**config.mk**
```make
export PLATFORM = sky130hd
export DESIGN_NAME = modular_exponentiation_core
export DESIGN_NICKNAME = d
export VERILOG_FILES = /design/src/hdl/mexp_pkg.sv /design/src/hdl/mexp_mulmod.sv /design/src/hdl/modular_exponentiation_core.sv
export VERILOG_INCLUDE_DIRS = /design/src /design/src/hdl
export SDC_FILE = /design/constraint.sdc
export NUM_CORES = 1
export LEC_CHECK = 0
export ABC_AREA = 1
export BUFFER_PORTS_ARGS = -buffer_cell sky130_fd_sc_hd__buf_2
export CAP_MARGIN = 0
export CORE_ASPECT_RATIO = 1.25
export CORE_MARGIN = 2
export CORE_UTILIZATION = 45
export DETAILED_ROUTE_END_ITERATION = 6
export GPL_ROUTABILITY_DRIVEN = 0
export PLACE_DENSITY = 0.68
export SETUP_SLACK_MARGIN = 0.5
export SLEW_MARGIN = 10
export SYNTH_ARGS = -nofsm -noshare
export SYNTH_HDL_FRONTEND = slang
export SYNTH_SLANG_ARGS = --single-unit
```
**constraint.sdc**
```tcl
create_clock -name clk -period 8.3 [get_ports clk]
set_input_delay 2.075 -clock clk [delete_from_list [all_inputs] [get_ports clk]]
set_output_delay 2.075 -clock clk [all_outputs]
set_load 0.02 [all_outputs]
```
**src/hdl/assert_macros.svh**
```systemverilog
// assertion macros shared by the rtl modules
`ifndef ASSERT_MACROS_SVH
`define ASSERT_MACROS_SVH

// property checked every cycle out of reset
`define MEXP_ASSERT(lbl, expr) \
	lbl: assert property (@(posedge clk) disable iff (!arst_n) (expr)) \
		else $error("assertion failed");

// antecedent implies consequent in the same cycle
`define MEXP_ASSERT_IMP(lbl, ante, cons) \
	lbl: assert property (@(posedge clk) disable iff (!arst_n) (ante) |-> (cons)) \
		else $error("assertion failed");

// antecedent implies consequent in the next cycle
`define MEXP_ASSERT_NXT(lbl, ante, cons) \
	lbl: assert property (@(posedge clk) disable iff (!arst_n) (ante) |=> (cons)) \
		else $error("assertion failed");

`endif

```
**src/hdl/mexp_pkg.sv**
```systemverilog
// shared constants and types for the modular exponentiation core
package mexp_pkg;

	localparam int DATA_WIDTH = 32;
	localparam int CNT_W      = $clog2(DATA_WIDTH);
	localparam int CFG_IDX_W  = 1;

	localparam logic [CFG_IDX_W-1:0] REG_EXPONENT = 1'd0;
	localparam logic [CFG_IDX_W-1:0] REG_MODULUS  = 1'd1;

	typedef struct packed {
		logic                  start;
		logic                  reduce;
		logic [DATA_WIDTH-1:0] a;
		logic [DATA_WIDTH-1:0] b;
	} mm_req_t;

endpackage

```
**src/hdl/mexp_mulmod.sv**
```systemverilog
// bit-serial modular multiply and reduce unit, one operand bit per cycle
`include "assert_macros.svh"

module mexp_mulmod (
	input  logic                             clk,
	input  logic                             arst_n,
	input  mexp_pkg::mm_req_t                req,
	input  logic [mexp_pkg::DATA_WIDTH-1:0]  m,
	output logic                             done,
	output logic [mexp_pkg::DATA_WIDTH-1:0]  product
);

	logic [mexp_pkg::DATA_WIDTH-1:0] acc_q;
	logic [mexp_pkg::DATA_WIDTH-1:0] a_q;
	logic [mexp_pkg::DATA_WIDTH-1:0] b_q;
	logic                            reduce_q;
	logic [mexp_pkg::CNT_W-1:0]      cnt_q;
	logic                            busy_q;
	logic                            done_q;

	logic                            bit_cur;
	logic [mexp_pkg::DATA_WIDTH:0]   m_ext;
	logic [mexp_pkg::DATA_WIDTH:0]   dbl;
	logic [mexp_pkg::DATA_WIDTH-1:0] red1;
	logic [mexp_pkg::DATA_WIDTH:0]   sum;
	logic [mexp_pkg::DATA_WIDTH-1:0] red2;
	logic [mexp_pkg::DATA_WIDTH-1:0] acc_nxt;

	always_comb begin
		bit_cur = b_q[cnt_q];
		m_ext   = {1'b0, m};
		// double, shifting in the dividend bit when reducing
		dbl     = {acc_q, (reduce_q & bit_cur)};
		red1    = (dbl >= m_ext) ? mexp_pkg::DATA_WIDTH'(dbl - m_ext)
			: dbl[mexp_pkg::DATA_WIDTH-1:0];
		sum     = {1'b0, red1} + {1'b0, a_q};
		red2    = (sum >= m_ext) ? mexp_pkg::DATA_WIDTH'(sum - m_ext)
			: sum[mexp_pkg::DATA_WIDTH-1:0];
		acc_nxt = (!reduce_q && bit_cur) ? red2 : red1;
	end

	always_ff @(posedge clk or negedge arst_n) begin
		if (!arst_n) begin
			busy_q <= 1'b0;
			done_q <= 1'b0;
			cnt_q  <= '0;
		end else begin
			done_q <= 1'b0;
			if (req.start) begin
				busy_q <= 1'b1;
				cnt_q  <= mexp_pkg::CNT_W'(mexp_pkg::DATA_WIDTH - 1);
			end else if (busy_q) begin
				cnt_q <= cnt_q - 1'b1;
				if (cnt_q == '0) begin
					busy_q <= 1'b0;
					done_q <= 1'b1;
				end
			end
		end
	end

	always_ff @(posedge clk) begin
		if (req.start) begin
			acc_q    <= '0;
			a_q      <= req.a;
			b_q      <= req.b;
			reduce_q <= req.reduce;
		end else if (busy_q) begin
			acc_q <= acc_nxt;
		end
	end

	assign done    = done_q;
	assign product = acc_q;

	`MEXP_ASSERT_IMP(a_done_not_busy, done_q, !busy_q)
	`MEXP_ASSERT_NXT(a_start_runs, req.start, busy_q && !done_q)

endmodule

```
**src/hdl/modular_exponentiation_core.sv**
```systemverilog
// modular exponentiation core: message ^ exponent mod modulus
//
//  channel  | direction | handshake            | payload
//  ---------+-----------+----------------------+---------------------------
//  input    | in        | in_valid / in_stall   | message
//  output   | out       | out_valid / out_stall | result
//  config   | in        | cfg_we                | cfg_index, cfg_data
//
// one beat runs one reduction pass, then per exponent bit a square and, for a
// set bit, a multiply, each on the single bit-serial multiply unit
// a zero modulus skips the multiply unit and puts 0 in the output register via S_DONE
// reset sets exponent and modulus to 1 and empties the output register
// a finished result waits in the output register while the next beat is taken
`include "assert_macros.svh"

module modular_exponentiation_core (
	input  logic                                 clk,
	input  logic                                 arst_n,
	input  logic                                 cfg_we,
	input  logic [mexp_pkg::CFG_IDX_W-1:0]       cfg_index,
	input  logic [mexp_pkg::DATA_WIDTH-1:0]      cfg_data,
	input  logic                                 in_valid,
	output logic                                 in_stall,
	input  logic [mexp_pkg::DATA_WIDTH-1:0]      message,
	output logic                                 out_valid,
	input  logic                                 out_stall,
	output logic [mexp_pkg::DATA_WIDTH-1:0]      result
);

	typedef enum logic [2:0] {
		S_IDLE,
		S_RED,
		S_SQR,
		S_MUL,
		S_DONE
	} state_t;

	state_t                          state_q;
	logic [mexp_pkg::DATA_WIDTH-1:0] exponent_q;
	logic [mexp_pkg::DATA_WIDTH-1:0] modulus_q;
	logic [mexp_pkg::DATA_WIDTH-1:0] base_q;
	logic [mexp_pkg::DATA_WIDTH-1:0] acc_q;
	logic [mexp_pkg::DATA_WIDTH-1:0] result_q;
	logic [mexp_pkg::CNT_W-1:0]      idx_q;
	logic                            out_valid_q;
	mexp_pkg::mm_req_t               req_q;

	logic                            mm_done;
	logic [mexp_pkg::DATA_WIDTH-1:0] mm_product;
	logic [mexp_pkg::DATA_WIDTH-1:0] one_mod;
	logic                            in_take;

	assign one_mod  = (modulus_q == mexp_pkg::DATA_WIDTH'(1)) ? '0
		: mexp_pkg::DATA_WIDTH'(1);
	assign in_stall = (state_q != S_IDLE);
	assign in_take  = in_valid && !in_stall;

	mexp_mulmod u_mulmod (
		.clk     (clk),
		.arst_n  (arst_n),
		.req     (req_q),
		.m       (modulus_q),
		.done    (mm_done),
		.product (mm_product)
	);

	always_ff @(posedge clk or negedge arst_n) begin
		if (!arst_n) begin
			exponent_q <= mexp_pkg::DATA_WIDTH'(1);
			modulus_q  <= mexp_pkg::DATA_WIDTH'(1);
		end else if (cfg_we) begin
			case (cfg_index)
				mexp_pkg::REG_EXPONENT: exponent_q <= cfg_data;
				mexp_pkg::REG_MODULUS:  modulus_q  <= cfg_data;
				default: ;
			endcase
		end
	end

	always_ff @(posedge clk or negedge arst_n) begin
		if (!arst_n) begin
			state_q      <= S_IDLE;
			out_valid_q  <= 1'b0;
			req_q.start  <= 1'b0;
			req_q.reduce <= 1'b0;
			idx_q        <= '0;
		end else begin
			req_q.start <= 1'b0;
			if (out_valid_q && !out_stall) begin
				out_valid_q <= 1'b0;
			end
			case (state_q)
				S_IDLE: begin
					if (in_take) begin
						if (modulus_q == '0) begin
							acc_q   <= '0;
							state_q <= S_DONE;
						end else begin
							req_q.start  <= 1'b1;
							req_q.reduce <= 1'b1;
							req_q.b      <= message;
							req_q.a      <= '0;
							state_q      <= S_RED;
						end
					end
				end
				S_RED: begin
					if (mm_done) begin
						base_q       <= mm_product;
						idx_q        <= mexp_pkg::CNT_W'(mexp_pkg::DATA_WIDTH - 1);
						req_q.start  <= 1'b1;
						req_q.reduce <= 1'b0;
						req_q.a      <= one_mod;
						req_q.b      <= one_mod;
						state_q      <= S_SQR;
					end
				end
				S_SQR: begin
					if (mm_done) begin
						acc_q <= mm_product;
						if (exponent_q[idx_q]) begin
							req_q.start <= 1'b1;
							req_q.a     <= mm_product;
							req_q.b     <= base_q;
							state_q     <= S_MUL;
						end else if (idx_q == '0) begin
							state_q <= S_DONE;
						end else begin
							idx_q       <= idx_q - 1'b1;
							req_q.start <= 1'b1;
							req_q.a     <= mm_product;
							req_q.b     <= mm_product;
						end
					end
				end
				S_MUL: begin
					if (mm_done) begin
						acc_q <= mm_product;
						if (idx_q == '0) begin
							state_q <= S_DONE;
						end else begin
							idx_q       <= idx_q - 1'b1;
							req_q.start <= 1'b1;
							req_q.a     <= mm_product;
							req_q.b     <= mm_product;
							state_q     <= S_SQR;
						end
					end
				end
				S_DONE: begin
					if (!out_valid_q || !out_stall) begin
						result_q    <= acc_q;
						out_valid_q <= 1'b1;
						state_q     <= S_IDLE;
					end
				end
				default: state_q <= S_IDLE;
			endcase
		end
	end

	assign out_valid = out_valid_q;
	assign result    = result_q;

	`MEXP_ASSERT_IMP(a_done_while_waiting, mm_done,
		state_q == S_RED || state_q == S_SQR || state_q == S_MUL)
	`MEXP_ASSERT_NXT(a_take_leaves_idle, in_take, state_q != S_IDLE)
	`MEXP_ASSERT_IMP(a_start_only_busy, req_q.start, state_q != S_IDLE && state_q != S_DONE)

endmodule
```
After elaboration in Yosys (flattened, before gate mapping)
Index checks and enable logic that the tools add are counted.
{"block": "totals", "reg_bits": 339, "elab_cells": 126}
{"block": "classes", "n_addsub": 5, "order_cmp": 4, "n_eq_ne": 15, "mux": 53, "bitwise": 2, "n_reduce_logical": 28}
{"cell": "$mux W64", "n": 4}
{"cell": "$pmux W64 S4", "n": 1}
{"cell": "$mux W66", "n": 3}
{"cell": "$mux W32", "n": 6}
{"cell": "$ge A33 B32 Y1", "n": 2}
{"cell": "$pmux W32 S2", "n": 1}
{"cell": "$sub A32 B32 Y32", "n": 2}
{"cell": "$mux W5", "n": 7}
{"cell": "$add A32 B32 Y33", "n": 1}
{"cell": "$eq A32 B1 Y1 const B", "n": 1}
{"cell": "$logic_not A32 Y1", "n": 1}
{"cell": "$mux W3", "n": 9}
{"cell": "$mux W1", "n": 16}
{"cell": "$pmux W3 S5", "n": 1}
{"cell": "$pmux W5 S3", "n": 1}
{"cell": "$lt A5 B6 Y1 const B", "n": 2}
{"cell": "$bmux W1 S5", "n": 2}
{"cell": "$logic_not A5 Y1", "n": 2}
{"cell": "$ne A2 B2 Y1 const B", "n": 5}
{"cell": "$reduce_and A5 Y1", "n": 2}
{"cell": "$sub A5 B1 Y5 const B", "n": 2}
{"cell": "$ne A2 B1 Y1 const B", "n": 4}
{"cell": "$reduce_and A7 Y1", "n": 1}
{"cell": "$eq A3 B2 Y1 const B", "n": 2}
{"cell": "19 further kinds", "n": 29}

Depth between registers and ports, before layout
{"block": "logic_depth", "ltp_word": 9, "ltp_mapped": 52, "mapped_depth_nobuf": 51}

Modules after synthesis
Synthesis repeated with hierarchy kept, for this count alone.
{"block": "unflattened", "hier_cells": 2926, "area_unflattened_um2": 22395.2}
{"module": "mexp_mulmod", "instances": 1, "cells_each": 1835, "area_each_um2": 11593.6}
{"module": "modular_exponentiation_core", "instances": 1, "cells_each": 1091, "area_each_um2": 10801.6}

Worst setup path after synthesis
OpenSTA, ideal clock, no wires.
{"block": "synth_path", "path_kind": "in2reg", "start": "input arst_n", "end": "register req_q[0] (netlist bit), enable pin", "setup_ps": 644, "arrival_ps": 8249, "setup_slack_ps": -593, "stages": 2, "path_buffers": 0, "path_cell_list": "inv_1 > nor4_1"}
{"block": "synth_via", "elab_chain_cells": 1}
{"item": "from (decl)", "line": "modular_exponentiation_core.sv:18", "source": "input logic arst_n,"}
{"item": "$reduce_and A7 Y1 (no line)"}
{"item": "to (decl)", "line": "modular_exponentiation_core.sv:46", "source": "mexp_pkg::mm_req_t req_q;"}
No other way between the ends.
A chain may end at the register's enable or synchronous reset.

Worst setup path after layout
{"block": "layout_path", "start": "register u_mulmod.cnt_q[0] (netlist bit)", "end": "register u_mulmod.acc_q, in the netlist u_mulmod.product[0]"}
{"block": "layout_via", "elab_chain_cells": 9, "elab_cells_between_ends": 12, "cone_classes": "3 x add/sub; 2 x order compare; 5 x mux; 1 x bitwise; 1 x reduce/logical"}
{"item": "from (decl)", "line": "mexp_mulmod.sv:17", "source": "logic [mexp_pkg::CNT_W-1:0] cnt_q;"}
{"item": "from (signal assigned)", "line": "mexp_mulmod.sv:51", "source": "cnt_q <= mexp_pkg::CNT_W'(mexp_pkg::DATA_WIDTH - 1);"}
{"item": "from (signal assigned)", "line": "mexp_mulmod.sv:53", "source": "cnt_q <= cnt_q - 1'b1;"}
{"item": "$bmux W1 S5 *", "line": "mexp_mulmod.sv:30", "source": "bit_cur = b_q[cnt_q];"}
{"item": "$mux W1 (implied by the code) *", "line": "mexp_mulmod.sv:30"}
{"item": "$and A1 B1 Y1", "line": "mexp_mulmod.sv:33", "source": "dbl = {acc_q, (reduce_q & bit_cur)};"}
{"item": "$sub A32 B32 Y32 or $ge A33 B32 Y1 (tied branches)", "line": "mexp_mulmod.sv:34", "source": "red1 = (dbl >= m_ext) ? mexp_pkg::DATA_WIDTH'(dbl - m_ext)"}
{"item": "$mux W32", "line": "mexp_mulmod.sv:34"}
{"item": "$add A32 B32 Y33", "line": "mexp_mulmod.sv:36", "source": "sum = {1'b0, red1} + {1'b0, a_q};"}
{"item": "$sub A32 B32 Y32 or $ge A33 B32 Y1 (tied branches)", "line": "mexp_mulmod.sv:37", "source": "red2 = (sum >= m_ext) ? mexp_pkg::DATA_WIDTH'(sum - m_ext)"}
{"item": "$mux W32", "line": "mexp_mulmod.sv:37"}
{"item": "$mux W32 *", "line": "mexp_mulmod.sv:39", "source": "acc_nxt = (!reduce_q && bit_cur) ? red2 : red1;"}
{"item": "to (signal assigned)", "line": "mexp_mulmod.sv:69", "source": "acc_q <= acc_nxt;"}
{"item": "to (decl)", "line": "mexp_mulmod.sv:13", "source": "logic [mexp_pkg::DATA_WIDTH-1:0] acc_q;"}
Every way passes the cells marked *; elsewhere a longest branch is shown, timed or not. The select of a mux whose other input is x is not followed.

==> out/qor.yml <==
syn-cell-area_mm2: 0.02298
avgSynthCellArea_um2: 7.225
path_class: "flop to flop"
critPathArrivalTime_ns: 7.72
grt_pass1_wl_mm: 111.6
cts_buffers: 39
dr.pass1.iters: 6
antenna_found_initial: 0
rr_startpoint: "u_mulmod.cnt_q[0]$_DFFE_PN0P_"
cts.root.buffer_cell: "clkbuf_16"
syn-num-nets: 3353
ys_ff_latch: 339
wl_per_cell_um: 18.61
die_w_um: 206.1
syn_to_final_growth_pct: 10.21
grt_pass1_vias: 19930
ys_types: 50
clk_pin_slew_ns: 0.06
clk_path_buf_depth: 3
r2r_setup_slack_ns: 1.04
critPathTopFamily: "simple AND/OR/NAND/NOR gates"
reg2reg_to: "u_mulmod.product[0]$_SDFFE_PP0P_"
grt.overflow.total: 0
rsz0062_at_grt: "no"
die_y_um: 256.7
outcome: "finished, final reports clean"
min_path_type: "flop to flop"
grt_max_degree: 84
final_nets: 3425
worstSkewPairLatency_ns: 0.58
final_cell_mix: "1016 x nand2_1, 559 x inv_1, 253 x nand3_1"
antenna_cells: 0
cts_resized: 0
ant_nets: 0
relSlewSlack: 0.2785
drv_cap: 0
critical_path_buf_inv_count: 7
core_mm2: 0.05042
cts_max_level: 2
drive_above_1_share: 0.07887
setup_tns_ns: 0
via_count: 21360
layout_commonest_cell: "nand2_1"
dpl.hpwl_mm: 57.91
via_per_inst: 5.418
yosys_warnings: 0
cts_tree: "done"
min_path_cells: 0
min_period_over_period: 0.8750
slowest_stage: "dfrtp_4"
ys_seq_area_frac: 0.4113
n_fill_cell: 4951
synthArstFlopShare: 0.2419
num_rows: 92
drcViolationCount: 0
cp_data_required_time_ns: 8.76
io_pins: 104
cts_sinks: 339
worst_pin_slew_ns: 1.078
fmax_mhz: 137.7
grtUsageTotal: 0.2755
worstRegToRegCells: 46
die_area_mm2: 0.05291
synth-edff-count: 225
holdPathEnd: "result[7]$_DFFE_PP_"
worstSetupStartpointType: "flop"
cp-end-kind: "flop"
synthCells: 3181
maxSlewViolCount: 0
final-hold-violation-count: 0
period_needed_ns: 7.263
hp-start: "acc_q[7]$_SDFFCE_PP0P_"
cp_max_fo: 32
drt_wl_total_mm: 73.37
hold_buffers: 0
drt_iter0_drc: 2162
start_util: 0.4558
io_buffer_count: 103
finClkSkew_ns: 0.02074
finalSetupViolations: 0
synthFlopType: "edfxtp_1"
post-cts-setup-buffers: 0
cp_slowest_stage_delay_ns: 0.54
crit_top_cell: "nand2_1"
-- Yosys cell counts (all sizes together) (33+ instances only) --
| master | n | area share |
|---|---|---|
| a21oi | 97 | 0.022 |
| and2 | 33 | 0.0090 |
| buf | 46 | 0.017 |
| clkbuf | 43 | 0.0070 |
| dfrtp | 80 | 0.087 |
| edfxtp | 225 | 0.29 |
| ha | 99 | 0.054 |
| inv | 566 | 0.093 |
| nand2 | 1026 | 0.17 |
| nand3 | 269 | 0.062 |
| nor2 | 255 | 0.044 |
| o211ai | 37 | 0.014 |
| o21ai | 188 | 0.041 |
| o22ai | 37 | 0.010 |
-- sequential cells by signal, indices dropped and copies added (netlist names) --
signal             flops
acc_q                 32
base_q                32
exponent_q            32
idx_q                  5
modulus_q             32
out_valid              1
req_q                 66
result                32
state_q                3
u_mulmod.a_q          32
u_mulmod.b_q          32
u_mulmod.busy_q        1
u_mulmod.cnt_q         5
u_mulmod.done          1
u_mulmod.product      32
u_mulmod.reduce_q      1
-- cell type report --
type	count	area, µm²	share of cell area
Multi-Input combinational cell	2184	10920	0.4312
Tap cell	658	823.3	0.03251
Timing Repair Buffer	120	649.4	0.02564
Clock buffer	52	1056	0.04169
Clock inverter	20	279.0	0.01102
Sequential cell	339	9459	0.3735
Inverter	569	2141	0.08452
-- worst register-to-register path: cells and delay by family, from the launching register on --
family                     cells  cell delay (ns)
and+or+nand+nor               33             4.10
adders and majority gates      4             1.30
buffers and inverters          7             0.88
DFF                            1             0.54
AOI/OAI and AO/OA              2             0.32
-- kinds of logic (layout without fill, tap and decap cells) --
| logic type | Yosys count | in the layout | share of synthesized area |
|---|---|---|---|
| AO/OA/AOI/OAI | 378 | 378 | 0.09370 |
| buffers and inverters | 658 | 761 | 0.1169 |
| AND/OR/NAND/NOR | 1659 | 1659 | 0.3045 |
| adder cells (fa/ha/maj) | 102 | 102 | 0.05651 |
| XOR/XNOR | 45 | 45 | 0.01715 |
| flip-flops | 339 | 339 | 0.4113 |
-- through the flow --
| step | util | hold slack, ns | cell area (µm²) | setup WS [ns] | std cells |
|---|---|---|---|---|---|
| after floorplan | - | 0.4003 | 22990 | 2.073 | 3181 |
| after global placement | 0.4753 | 0.4007 | 23960 | 0.8562 | 3870 |
| after detailed placement | 0.4753 | 0.4057 | 23960 | 0.8448 | 3870 |
| after CTS | 0.5018 | 0.4094 | 25300 | 0.8318 | 3942 |
| after global routing | 0.5024 | 0.4319 | 25330 | 0.5258 | 3942 |
| final | 0.5024 | 0.4101 | 25330 | 1.037 | 3942 |
-- per-layer routing --
metal  part of all wire  track usage
met5                  0            0
met1               0.40       0.3585
met2               0.46       0.4493
met3              0.082      0.04029
met4              0.053       0.1288
-- worst max path at each step --
stage | startpoint | end | slack (ns) | depth (start not counted)
2_1_floorplan | in_valid | req_q[0]$_DFFE_PP_ | 2.07 | 2
3_3_place_gp | u_mulmod.cnt_q[0]$_DFFE_PN0P_ | u_mulmod.product[28]$_SDFFE_PP0P_ | 0.86 | 45
3_5_place_dp | u_mulmod.cnt_q[0]$_DFFE_PN0P_ | u_mulmod.product[28]$_SDFFE_PP0P_ | 0.84 | 45
4_1_cts | u_mulmod.cnt_q[0]$_DFFE_PN0P_ | u_mulmod.product[28]$_SDFFE_PP0P_ | 0.83 | 45
5_1_grt | u_mulmod.cnt_q[0]$_DFFE_PN0P_ | u_mulmod.product[28]$_SDFFE_PP0P_ | 0.53 | 42
6_report | u_mulmod.cnt_q[0]$_DFFE_PN0P_ | u_mulmod.product[0]$_SDFFE_PP0P_ | 1.04 | 46
Power is not shown: default switching activity piles up to over one toggle a cycle in this logic, so the estimate is an artifact.
